**src/rtl/blake512_message_padder_top_assert.svh**
```systemverilog
// assertion macros for the message padder
`ifndef BLAKE512_MESSAGE_PADDER_TOP_ASSERT_SVH
`define BLAKE512_MESSAGE_PADDER_TOP_ASSERT_SVH

`ifndef SYNTHESIS

`define B512_ASSERT_SAME(label, clk, rst_n, ante, cons) \
	label: assert property (@(posedge clk) disable iff (!rst_n) (ante) |-> (cons)) \
		else $error("padder assertion failed");

`define B512_ASSERT_NEXT(label, clk, rst_n, ante, cons) \
	label: assert property (@(posedge clk) disable iff (!rst_n) (ante) |=> (cons)) \
		else $error("padder assertion failed");

`else

`define B512_ASSERT_SAME(label, clk, rst_n, ante, cons)

`define B512_ASSERT_NEXT(label, clk, rst_n, ante, cons)

`endif

`endif

```
**src/rtl/b512pad_pkg.sv**
```systemverilog
package b512pad_pkg;

	localparam int unsigned QDEPTH = 2;
	localparam int unsigned QPTR_W = $clog2(QDEPTH);

	localparam logic [3:0] PAD_ONE_WORD  = 4'd13;
	localparam logic [3:0] PAD_ZERO_WORD = 4'd14;
	localparam logic [3:0] PAD_LEN_WORD  = 4'd15;
	localparam logic [3:0] FULL_BYTES    = 4'd8;
	localparam logic [6:0] FULL_BITS     = 7'd64;
	localparam logic [63:0] MARK_BYTE    = 64'h80;

	typedef struct packed {
		logic [63:0] word;
		logic [6:0]  bits;
		logic [3:0]  w;
		logic [4:0]  mark_pos;
		logic [2:0]  mark_byte;
		logic        two_blk;
		logic        fin;
		logic [63:0] blen;
	} cmd_t;

	typedef struct packed {
		logic [63:0] word;
		logic [6:0]  bits;
		logic        bend;
		logic        fblk;
		logic        rend;
	} res_t;

endpackage

```
**src/rtl/b512pad_front.sv**
```systemverilog
module b512pad_front (
	input  logic                clk,
	input  logic                arst_n,
	input  logic                push,
	input  logic                q_full,
	input  logic [63:0]         msg_word,
	input  logic [3:0]          byte_count,
	input  logic                is_final,
	output logic                q_push,
	output b512pad_pkg::cmd_t   q_cmd
);
	import b512pad_pkg::*;

	logic [63:0] blen_q;
	logic [3:0]  wi_q;
	logic [3:0]  n_cl;
	logic        is8;
	logic [6:0]  add_bits;
	logic [63:0] blen_next;
	logic [63:0] keep;
	logic [4:0]  mark_pos;

	assign q_push = push && !q_full;

	always_comb begin
		n_cl = (byte_count > FULL_BYTES) ? FULL_BYTES : byte_count;
		is8 = (n_cl == FULL_BYTES);
		add_bits = is_final ? {n_cl, 3'b000} : FULL_BITS;
		blen_next = blen_q + {57'd0, add_bits};
		keep = ~({64{1'b1}} >> {n_cl, 3'b000});
		mark_pos = {1'b0, wi_q} + {4'd0, is8};

		q_cmd.word = is_final ? (msg_word & keep) : msg_word;
		q_cmd.bits = add_bits;
		q_cmd.w = wi_q;
		q_cmd.mark_pos = mark_pos;
		q_cmd.mark_byte = is8 ? 3'd0 : n_cl[2:0];
		q_cmd.two_blk = (mark_pos > {1'b0, PAD_ONE_WORD});
		q_cmd.fin = is_final;
		q_cmd.blen = blen_next;
	end

	// running length and block position
	always_ff @(posedge clk or negedge arst_n) begin
		if (!arst_n) begin
			blen_q <= '0;
			wi_q <= '0;
		end else if (q_push) begin
			if (is_final) begin
				blen_q <= '0;
				wi_q <= '0;
			end else begin
				blen_q <= blen_next;
				wi_q <= wi_q + 4'd1;
			end
		end
	end

endmodule

```
**src/rtl/b512pad_fifo.sv**
```systemverilog
module b512pad_fifo (
	input  logic                clk,
	input  logic                arst_n,
	input  logic                wr_en,
	input  b512pad_pkg::cmd_t   wr_cmd,
	input  logic                rd_en,
	output logic                q_full,
	output logic                q_empty,
	output b512pad_pkg::cmd_t   rd_cmd
);
	import b512pad_pkg::*;

	cmd_t              ent_q [QDEPTH];
	logic [QPTR_W-1:0] wr_q;
	logic [QPTR_W-1:0] rd_q;
	logic [QPTR_W:0]   cnt_q;
	logic              do_wr;
	logic              do_rd;

	assign q_full = (cnt_q == (QPTR_W+1)'(QDEPTH));
	assign q_empty = (cnt_q == '0);
	assign do_wr = wr_en && !q_full;
	assign do_rd = rd_en && !q_empty;
	assign rd_cmd = ent_q[rd_q];

	always_ff @(posedge clk or negedge arst_n) begin
		if (!arst_n) begin
			wr_q <= '0;
			rd_q <= '0;
			cnt_q <= '0;
		end else begin
			if (do_wr)
				wr_q <= wr_q + QPTR_W'(1);
			if (do_rd)
				rd_q <= rd_q + QPTR_W'(1);
			if (do_wr && !do_rd)
				cnt_q <= cnt_q + (QPTR_W+1)'(1);
			else if (do_rd && !do_wr)
				cnt_q <= cnt_q - (QPTR_W+1)'(1);
		end
	end

	always_ff @(posedge clk) begin
		if (do_wr)
			ent_q[wr_q] <= wr_cmd;
	end

endmodule

```
**src/rtl/b512pad_back.sv**
```systemverilog
module b512pad_back (
	input  logic                clk,
	input  logic                arst_n,
	input  logic                q_empty,
	input  b512pad_pkg::cmd_t   head,
	output logic                q_pop,
	input  logic                pop,
	output logic                empty,
	output b512pad_pkg::res_t   res
);
	import b512pad_pkg::*;

	logic [4:0]  j_q;
	logic        active_q;
	logic        valid_q;
	res_t        res_q;
	logic [4:0]  j;
	logic        at_first;
	logic [4:0]  last_j;
	logic        fire;
	logic [63:0] v;
	res_t        nxt;

	assign empty = !valid_q;
	assign res = res_q;
	assign fire = !q_empty && (!valid_q || pop);
	assign q_pop = fire && nxt.rend;

	always_comb begin
		j = active_q ? j_q : {1'b0, head.w};
		at_first = (j == {1'b0, head.w});
		last_j = head.two_blk ? 5'd31 : 5'd15;

		v = at_first ? head.word : '0;
		nxt.fblk = head.fin && (!head.two_blk || j[4]);
		if (head.fin && (j == head.mark_pos))
			v = v | (MARK_BYTE << {3'd7 - head.mark_byte, 3'b000});
		if (nxt.fblk) begin
			unique case (j[3:0])
				PAD_ONE_WORD:  v = v | 64'd1;
				PAD_ZERO_WORD: v = '0;
				PAD_LEN_WORD:  v = head.blen;
				default:       v = v;
			endcase
		end

		nxt.word = v;
		nxt.bits = at_first ? head.bits : 7'd0;
		nxt.bend = (j[3:0] == PAD_LEN_WORD);
		nxt.rend = !head.fin || (j == last_j);
	end

	// word sequencer and output register
	always_ff @(posedge clk or negedge arst_n) begin
		if (!arst_n) begin
			j_q <= '0;
			active_q <= 1'b0;
			valid_q <= 1'b0;
		end else begin
			if (fire) begin
				valid_q <= 1'b1;
				if (nxt.rend) begin
					active_q <= 1'b0;
				end else begin
					active_q <= 1'b1;
					j_q <= j + 5'd1;
				end
			end else if (pop) begin
				valid_q <= 1'b0;
			end
		end
	end

	always_ff @(posedge clk) begin
		if (fire)
			res_q <= nxt;
	end

endmodule

```
**src/rtl/blake512_message_padder_top.sv**
```systemverilog
// Message padder for a 512-bit hash core with 64-bit words. A front stage takes one 64-bit
// message word per cycle while the queue is not full, keeps the running bit length and block
// position, and writes a command into a two-entry queue; a back sequencer turns each command
// into output words at one word per cycle, while the output register is empty or popped, through
// an output register. A non-final word yields one word; a final word yields 3 to 19 words (rest
// of the block, padding, and a second block when the marker falls past word 13), while the front
// keeps taking words until the queue fills. The first word of a transaction passes through the
// queue entry and then the output register before it is on the outputs, where pop takes it.
`include "blake512_message_padder_top_assert.svh"

module blake512_message_padder_top (
	input  logic        clk,
	input  logic        arst_n,
	input  logic        push,
	output logic        full,
	input  logic [63:0] msg_word,
	input  logic [3:0]  byte_count,
	input  logic        is_final,
	output logic        empty,
	input  logic        pop,
	output logic [63:0] out_word,
	output logic [6:0]  message_bits,
	output logic        block_end,
	output logic        final_block,
	output logic        run_end
);
	import b512pad_pkg::*;

	cmd_t wr_cmd;
	cmd_t rd_cmd;
	res_t res;
	logic q_push;
	logic q_full;
	logic q_empty;
	logic q_pop;

	assign full = q_full;

	b512pad_front u_front (
		.clk        (clk),
		.arst_n     (arst_n),
		.push       (push),
		.q_full     (q_full),
		.msg_word   (msg_word),
		.byte_count (byte_count),
		.is_final   (is_final),
		.q_push     (q_push),
		.q_cmd      (wr_cmd)
	);

	b512pad_fifo u_fifo (
		.clk     (clk),
		.arst_n  (arst_n),
		.wr_en   (q_push),
		.wr_cmd  (wr_cmd),
		.rd_en   (q_pop),
		.q_full  (q_full),
		.q_empty (q_empty),
		.rd_cmd  (rd_cmd)
	);

	b512pad_back u_back (
		.clk     (clk),
		.arst_n  (arst_n),
		.q_empty (q_empty),
		.head    (rd_cmd),
		.q_pop   (q_pop),
		.pop     (pop),
		.empty   (empty),
		.res     (res)
	);

	assign out_word = res.word;
	assign message_bits = res.bits;
	assign block_end = res.bend;
	assign final_block = res.fblk;
	assign run_end = res.rend;

	`B512_ASSERT_SAME(a_bits_range, clk, arst_n, !empty, message_bits <= FULL_BITS)
	`B512_ASSERT_SAME(a_final_ends_block, clk, arst_n, !empty && final_block && run_end, block_end)
	`B512_ASSERT_SAME(a_block_ends_run, clk, arst_n, !empty && final_block && block_end, run_end)
	`B512_ASSERT_SAME(a_plain_full, clk, arst_n, !empty && !final_block && run_end,
		message_bits == FULL_BITS)
	`B512_ASSERT_NEXT(a_queue_holds, clk, arst_n, q_full && !q_pop, q_full)

endmodule
```
**config.mk**
```make
export PLATFORM = sky130hd
export DESIGN_NAME = blake512_message_padder_top
export DESIGN_NICKNAME = d
export VERILOG_FILES = /design/src/rtl/b512pad_pkg.sv /design/src/rtl/b512pad_front.sv /design/src/rtl/b512pad_fifo.sv /design/src/rtl/b512pad_back.sv /design/src/rtl/blake512_message_padder_top.sv
export VERILOG_INCLUDE_DIRS = /design/src /design/src/rtl
export SDC_FILE = /design/constraint.sdc
export NUM_CORES = 1
export LEC_CHECK = 0
export BUFFER_PORTS_ARGS = -buffer_cell sky130_fd_sc_hd__buf_2
export CAP_MARGIN = 20
export CORE_AREA = 10 10 265 267
export CTS_CLUSTER_SIZE = 14
export DETAILED_ROUTE_END_ITERATION = 8
export DIE_AREA = 0 0 275 277
export HOLD_SLACK_MARGIN = 0.15
export PLACE_DENSITY_LB_ADDON = 0.12
export SLEW_MARGIN = 20
export SYNTH_ARGS = -nofsm -noshare
export SYNTH_HDL_FRONTEND = slang
export SYNTH_SLANG_ARGS = --single-unit
```
**constraint.sdc**
```tcl
create_clock -name clk -period 18.3 [get_ports clk]
set_clock_uncertainty 0.15 [all_clocks]
set_input_delay 1.83 -clock clk [delete_from_list [all_inputs] [get_ports clk]]
set_output_delay 1.83 -clock clk [all_outputs]
set_load 0.005 [all_outputs]
```
# Word level (Yosys, flattened, before mapping)
# Memory sizes are Yosys's and may differ from the RTL's.
# Cells that the tools add are included.
# classes
addsub,9
n_lt_le_gt_ge,2
n_eq_ne,8
shift,2
muxes,19
bitwise_logic,4
reduce_logical,23
# op_table
operator,count
64-bit 2-to-1 mux,5
64-bit case mux with 3 select lines,1
64-bit by 7-bit adder with 64-bit output,1
64-bit AND,1
64-bit NOT,1
64-bit OR,1
"8-bit by 6-bit << shifter with 64-bit output, first input constant",1
"64-bit by 7-bit >> shifter with 64-bit output, first input constant",1
"4-bit equality test, second input constant",4
5-bit equality test,2
5-bit 2-to-1 mux,2
1-bit logical AND,9
4-bit 2-to-1 mux,2
1-bit zero test,7
7-bit 2-to-1 mux,1
4-bit by 1-bit adder with 5-bit output,1
"5-bit by 1-bit adder with 5-bit output, second input constant",1
5-bit by 4-bit equality test with 1-bit output,1
"5-bit by 4-bit greater-than comparator with 1-bit output, second input constant",1
1-bit 2-to-1 mux,5
"4-bit by 1-bit adder with 4-bit output, second input constant",1
"4-bit greater-than comparator, second input constant",1
2-bit 2-to-1 mux,2
2-bit nonzero test,2
other kinds (10),13
# totals
reg_bits,153
ram_bits,298
in_bits,73
output_inout_bits,76
elab_cells,81
n_memories,1
# mem_list
name,words,word_bits,read_ports,rd_ports_with_merged_regs,write_ports,line,text
u_fifo.ent_q,2,149,1,0,1,b512pad_fifo.sv:13,cmd_t ent_q [QDEPTH];

# Depth between registers and ports, before layout
# Gate-level depths: netlist of the first run.
# An unclocked memory read counts as a cell.
# logic_depth
depth_word,9
depth_mapped,13
mapped_depth_nobuf,11

# Hierarchy
# Synthesis of the first run repeated with hierarchy kept, for this count alone.
# unflattened
cells_unflattened,1430
area_unflattened_um2,20619.8
# by_module_without_submodules
module,instances,cells_each,area_per_inst_um2,seq_area_each_um2
b512pad_fifo,1,483,11362.1,9048.7
b512pad_front,1,678,5486.5,1626.6
b512pad_back,1,269,3771.1,2397.3

# Worst setup path after synthesis of the first run
# No wires, ideal clock.
# synth_path
path_kind,input -> register
startpoint,input port push
endpoint,"memory u_fifo.ent_q[0][100] (netlist name), enable pin"
setup_time_ns,0.648
arrival_ns,8.272
required_ns,17.502
slack_ns,9.230
cell_stages,4
path_buffers,2
cell_sequence,nand2_1 clkbuf_1 clkbuf_1 nor2_1
# synth_via
elab_chain_len,4
# synth_rtl
item,line,text
"start, declared",blake512_message_padder_top.sv:14,"input logic push,"
1-bit logical AND,b512pad_front.sv:23,assign q_push = push && !q_full;
1-bit logical AND,b512pad_fifo.sv:22,assign do_wr = wr_en && !q_full;
1-bit 2-to-1 mux,b512pad_fifo.sv:44,if (do_wr)
1-bit 2-to-1 mux (implied by the code),b512pad_fifo.sv:45,ent_q[wr_q] <= wr_cmd;
"end, declared",b512pad_fifo.sv:13,
# Every way passes these cells.

==> results.json, run 1 <==
{
  "status": "finished, final reports clean",
  "ys.flop_type": "edfxtp_1",
  "cp.required_ps": 18480,
  "synth_cell_types": 77,
  "fp.dieH_um": 277,
  "synth_most_common_cell": "edfxtp_1",
  "worst_pin_slew_ps": 1004,
  "ys_warn_count": 0,
  "cp_common_cell": "buf_4",
  "clk_pin_slew_ps": 60,
  "vias": 12045,
  "drive_gt1_share_pct": 18.35,
  "synthArstFlopShare_pct": 17.55,
  "hold_viol_final": 0,
  "synth-edff-count": 357,
  "track_usage_pct": 13.03,
  "clockBufferDepth": 3,
  "io_buffers": 145,
  "crit_family": "buffers and inverters",
  "hp-class": "register to register",
  "setup-tns-final_ps": 0,
  "irDropWorstVdd_v": 0.00007379,
  "multiInputGateArea_sq_um": 6187,
  "min_to": "u_front.blen_q[3]",
  "cts_hold_buf": 0,
  "die_area_sq_um": 76180,
  "syn2layout_area_growth_pct": 16.39,
  "yosysTopAreaCell": "edfxtp_1",
  "max_stage_delay_ps": 700,
  "synth_common_cells": "357 x edfxtp_1, 127 x mux2i_1, 96 x nand2_1",
  "cp_cell_sequence": "buf_2 > buf_4 > inv_2 > nor2_1 > inv_1 > ha_1 > a21oi_1 > o22ai_2 > buf_4 > nand4_1 > or3_1 > xnor2_1",
  "gp_congestion": 0.7542,
  "finalCriticalPeriod_ps": 6092,
  "worst_slack_ps": 12210,
  "slew_viol_final": 0,
  "max_clock_freq_mhz": 164.2,
  "ctsResizeCount": 0,
  "syn_inst": 1409,
  "routed_wl_um": 50700,
  "dp_cells": 2354,
  "postSynthAreaPerCell_sq_um": 13.71,
  "endpoint_kind": "register",
  "drt_iter0_drc": 642,
  "rsz0062_at_grt": "no",
  "crit_buf_inv": 5,
  "cap_violations": 0,
  "reg2reg_to": "u_back.res[46]",
  "grt_pass1_wl_um": 76800,
  "worstPathArrival_ps": 6270,
  "ant_nets": 0,
  "grt_max_degree": 69,
  "critPathSlowestCell": "inv_2",
  "critical_path_class": "input pin to register",
  "wire_per_inst_um": 20.74,
  "path_max_fanout": 40,
  "core_sq_um": 65160,
  "r2r_slack_ps": 14290,
  "p_leak_nw": 8.369,
  "crit_path_start_kind": "input pin",
  "fin_hold_ws_ps": 341.8,
  "grt_antenna_before_repair": 2,
  "cts_root_buf": "clkbuf_16",
  "post-route-period-util_pct": 33.29,
  "netlist_area_sq_um": 19320,
  "post-cts-setup-buffers": 0,
  "min_from": "u_front.blen_q[3]",
  "drtPass1Iterations": 5,
  "relSlewSlack_pct": 32.62,
  "n_antenna_cell": 0,
  "cts_tree": "done",
  "rows": 94,
  "p_per_area_nw_per_um2": 153.7,
  "grt_pass1_vias": 12269,
  "dieWidth_um": 275,
  "drcViolationCount": 0,
  "seq_area_sq_um": 12630,
  "hold-path-cell-count": 2,
  "final-setup-viol-count": 0,
  "nets": 1627,
  "routed_via_density": 4.928,
  "hpwlAfterDp_um": 32120,
  "clk_latency_ps": 590,
  "instances_no_fill": 2444,
  "num-fill-cells": 6433,
  "reg2reg_from": "u_fifo.rd_q",
  "synth.area.top_cells": "edfxtp_1 55%, dfrtp_1 9.8%, mux2i_1 6.6%",
  "pre_cts_ws_ps": 11580,
  "htreeDepth": 2,
  "num_io_pins": 149,
  "start_util_pct": 29.65,
  "grt_overflow": 0,
  "cts.sinks": 433,
  "ys_seq_area_share_pct": 65.35,
  "cts_made_buffers": 48,
  "synth_top_area_share_pct": 55.50,
  "synth-seq-cells": 433,
  "reg2reg_depth": 8
}
-- worst register-to-register path, delay by kind of cell, from the launching register on --
family	cells	cell delay, ps
buffers and inverters	3	1260
AND/OR/NAND/NOR	3	1010
multiplexers	1	640
flip-flops	1	420
AO/OA/AOI/OAI	1	230
-- registers in the layout, indices dropped and copies added (netlist names), 2 cells and up --
register,cells
u_front.blen_q,61
u_back.j_q,5
u_fifo.ent_q,286
u_back.res,71
u_front.wi_q,4
u_fifo.cnt_q,2
-- worst max-delay path by stage --
stage                   from              endpoint  slack (ps)  cells after the start
floorplan               push  u_fifo.ent_q[0][100]        9230                      4
global placement    is_final   u_fifo.ent_q[0][58]       11610                     12
detailed placement  is_final   u_fifo.ent_q[0][58]       11580                     12
CTS                 is_final   u_fifo.ent_q[1][58]       12220                     12
global route        is_final   u_fifo.ent_q[1][58]       11880                     12
finish              is_final   u_fifo.ent_q[0][58]       12210                     12
-- placed cells by master, fill, tap and decap left out, drive strengths merged, types with 37 or more instances in the layout --
| master | netlist | final |
|---|---|---|
| edfxtp | 357 | 357 |
| buf | 48 | 166 |
| mux2i | 128 | 128 |
| nand2 | 97 | 97 |
| dfrtp | 76 | 76 |
| clkbuf | 38 | 67 |
| o22ai | 60 | 60 |
| nor2 | 54 | 54 |
| xnor2 | 49 | 49 |
| and2 | 47 | 47 |
| inv | 38 | 37 |
-- area by class of cell --
type / count / share of cell area [%]
clock inverters: 22 / 0.8014
flip-flops and latches: 433 / 56.16
multi-input cells: 854 / 27.52
clock buffers: 67 / 6.072
well taps: 864 / 4.809
repair buffers: 166 / 3.996
inverters: 38 / 0.6400
-- power breakdown --
group | internal [W] | switching (W) | total (W)
Sequential | 0.00144 | 0.000108 | 0.00155
Combinational | 0.000346 | 0.000605 | 0.000952
Clock | 0.000560 | 0.000392 | 0.000952
Total | 0.00235 | 0.00111 | 0.00345
-- routing by layer --
metal / wire length (um) / vias to the layer above / part of all wire [%] / track usage [%]
met5: 0 / - / 0 / 0
met4: 1105 / 0 / 2.2 / 3.700
met3: 2525 / 65 / 5.0 / 2.728
met2: 24940 / 254 / 49 / 22.02
met1: 22130 / 6092 / 44 / 16.51
li1: - / 5634 / - / -
-- metrics by stage --
stage          util (%)  instance area, sq um  total power [W]
6_report          34.50                 22480         0.003455
5_1_grt           34.50                 22480         0.003664
4_1_cts           34.47                 22460         0.003527
3_5_place_dp      32.10                 20920         0.002553
3_3_place_gp      32.10                 20920         0.002543
2_1_floorplan         -                 19320         0.002190
-- cells by family after synthesis --
group                      after synthesis  share of synthesized area (%)
xor gates and xnor gates                75                          3.401
adders and majority gates               13                         0.8809
muxes                                  152                          8.052
AOI/OAI and AO/OA                      217                          8.006
and+or+nand+nor                        394                          11.45
other                                    1                        0.01941
buffers and inverters                  124                          2.850
DFF                                    433                          65.35
No activity file was read; power rests on OpenSTA's default activity.
==> inputs of run 2 (changes only) <==
- clock period: 18.3 -> 5.98 ns (I/O delays scaled with it)
==> run 2 against run 1 <==
Global-route usage increased by 0.24 points; largest power group unchanged; core utilization increased by 0.82 points; sequential cell count unchanged; critical endpoint is now u_back.res[72]; hold slack got worse by 160 ps; via count decreased by 0.30%; wire length increased by 1.5%; clock power increased to 3.3 times the previous value; die area unchanged; final cell count increased by 1.8%; power increased to 3.1 times the previous value; critical path type is now register to register.
==> results.json, run 2 (synthesis results as in run 1) <==
{
  "status": "finished, final reports clean",
  "num_io_pins": 149,
  "reg2reg_to": "u_back.res[72]",
  "cap_violations": 0,
  "vias": 12009,
  "path_max_fanout": 55,
  "hold-path-cell-count": 2,
  "io_buffers": 145,
  "cp_num_cells": 7,
  "largest_reg_flops": 286,
  "grt_max_degree": 93,
  "drtPass1Iterations": 4,
  "finalCriticalPeriod_ps": 4142,
  "grt_antenna_before_repair": 3,
  "slew_viol_final": 0,
  "nets": 1666,
  "hp-class": "input pin to register",
  "top_register": "u_fifo.ent_q",
  "reg2reg_from": "u_fifo.rd_q",
  "worst_pin_slew_ps": 968.3,
  "die_area_sq_um": 76180,
  "htreeDepth": 2,
  "final_cell_mix": "357 x edfxtp_1, 144 x buf_2, 127 x mux2i_1",
  "p_leak_nw": 8.600,
  "num-fill-cells": 6361,
  "routed_via_density": 4.829,
  "setup-tns-final_ps": 0,
  "cts_made_buffers": 51,
  "critical_path_class": "register to register",
  "gp_congestion": 0.7441,
  "drive_gt1_share_pct": 18.74,
  "rows": 94,
  "clk_pin_slew_ps": 60,
  "wire_per_inst_um": 20.70,
  "irDropWorstVdd_v": 0.0002064,
  "fp.dieH_um": 277,
  "fin_hold_ws_ps": 184.7,
  "relSlewSlack_pct": 35.01,
  "post-route-period-util_pct": 69.27,
  "routed_wl_um": 51480,
  "p_per_area_nw_per_um2": 469.9,
  "min_to": "u_fifo.ent_q[0][91]",
  "critPathSlowestCell": "nand2_4",
  "grt_overflow": 0,
  "start_util_pct": 29.65,
  "r2r_slack_ps": 1840,
  "rsz0062_at_grt": "no",
  "wl_met1_um": 23400,
  "final-setup-viol-count": 0,
  "syn2layout_area_growth_pct": 19.17,
  "reg2reg_depth": 7,
  "crit_buf_inv": 1,
  "clk_latency_ps": 600,
  "core_sq_um": 65160,
  "max_clock_freq_mhz": 241.4,
  "hold_viol_final": 0,
  "dieWidth_um": 275,
  "endpoint_kind": "register",
  "top_layer": "met4",
  "wl_met2_um": 24800,
  "wl_met3_um": 1981,
  "track_usage_pct": 13.28,
  "cts_root_buf": "clkbuf_16",
  "drt_iter0_drc": 746,
  "ant_nets": 0,
  "min_from": "msg_word[6]",
  "max_stage_delay_ps": 880,
  "cts.sinks": 433,
  "hpwlAfterDp_um": 32530,
  "cp_cell_sequence": "buf_4 > mux2_2 > ha_1 > nor2_1 > nand4_1 > nand2_4 > o22ai_1",
  "crit_path_start_kind": "register",
  "post-cts-setup-buffers": 0,
  "clockBufferDepth": 3,
  "cp.required_ps": 6130,
  "layout_commonest_cell": "edfxtp_1",
  "cts_tree": "done",
  "worstPathArrival_ps": 4300,
  "crit_family": "simple AND/OR/NAND/NOR gates",
  "grt_pass1_vias": 12523,
  "grt_pass1_wl_um": 78110,
  "drcViolationCount": 0
}
[run 2: cell types whose count changed in the layout (fill, tap and decap cells not counted), sizes merged]
cell / before / now
dlygate4sd3: 0 / 36
clkbuf: 67 / 74
clkinv: 20 / 16
clkinvlp: 0 / 2
diode: 0 / 1
inv: 37 / 38
[run 2: worst register-to-register path: stages, from the launching register on]
cell and delay, ps:
dfrtp_4 500, buf_4 720, mux2_2 460, ha_1 180, nor2_1 210, nand4_1 540
nand2_4 890, o22ai_1 210
[run 2: worst max path at each step]
stage | from | endpoint | slack, ps
floorplan | push | u_fifo.ent_q[0][100] | 560
global placement | is_final | u_fifo.ent_q[0][58] | 1780
detailed placement | is_final | u_fifo.ent_q[1][58] | 1770
CTS | u_fifo.rd_q | u_back.res[72] | 1780
global route | u_fifo.rd_q | u_back.res[43] | 1420
finish | u_fifo.rd_q | u_back.res[72] | 1840
[run 2: layout make-up]
class / count / area [sq um] / share of cell area [%]
flip-flops and latches: 433 / 12630 / 54.85
multi-input cells: 854 / 6192 / 26.90
clock buffers: 74 / 1498 / 6.507
repair buffers: 202 / 1271 / 5.523
well taps: 864 / 1081 / 4.696
clock inverters: 21 / 203.9 / 0.8860
inverters: 38 / 143.9 / 0.6251
diodes: 1 / 2.502 / 0.01087
[run 2: through the flow]
stage               setup slack [ps]  total power (W)  utilization, %  std cells  cell area, sq um
floorplan                      559.8         0.006676               -       1411             19330
global placement                1781         0.007804           32.16       2355             20950
global route                    1419          0.01146           35.33       2487             23020
CTS                             1782          0.01104           35.32       2486             23020
detailed placement              1770         0.007825           32.16       2355             20950
finish                          1838          0.01082           35.33       2487             23020
[run 2: routing by layer]
layer / vias to the layer above / track usage [%]
met4: 0 / 4.638
met2: 231 / 21.83
met5: - / 0
li1: 5717 / -
met1: 5977 / 17.38
met3: 84 / 2.150
[run 2: report_power, final]
group | internal [W] | switching [W]
Combinational | 0.00108 | 0.00185
Sequential | 0.00441 | 0.000343
Clock | 0.00187 | 0.00126
Total | 0.00736 | 0.00345
[run 2: repair_timing]
action / in CTS / in global routing
hold buffers: 36 / 0
resized for setup: 0 / 0
setup endpoints to repair: 0 / 0
endpoints found under the hold margin: 93 / 0
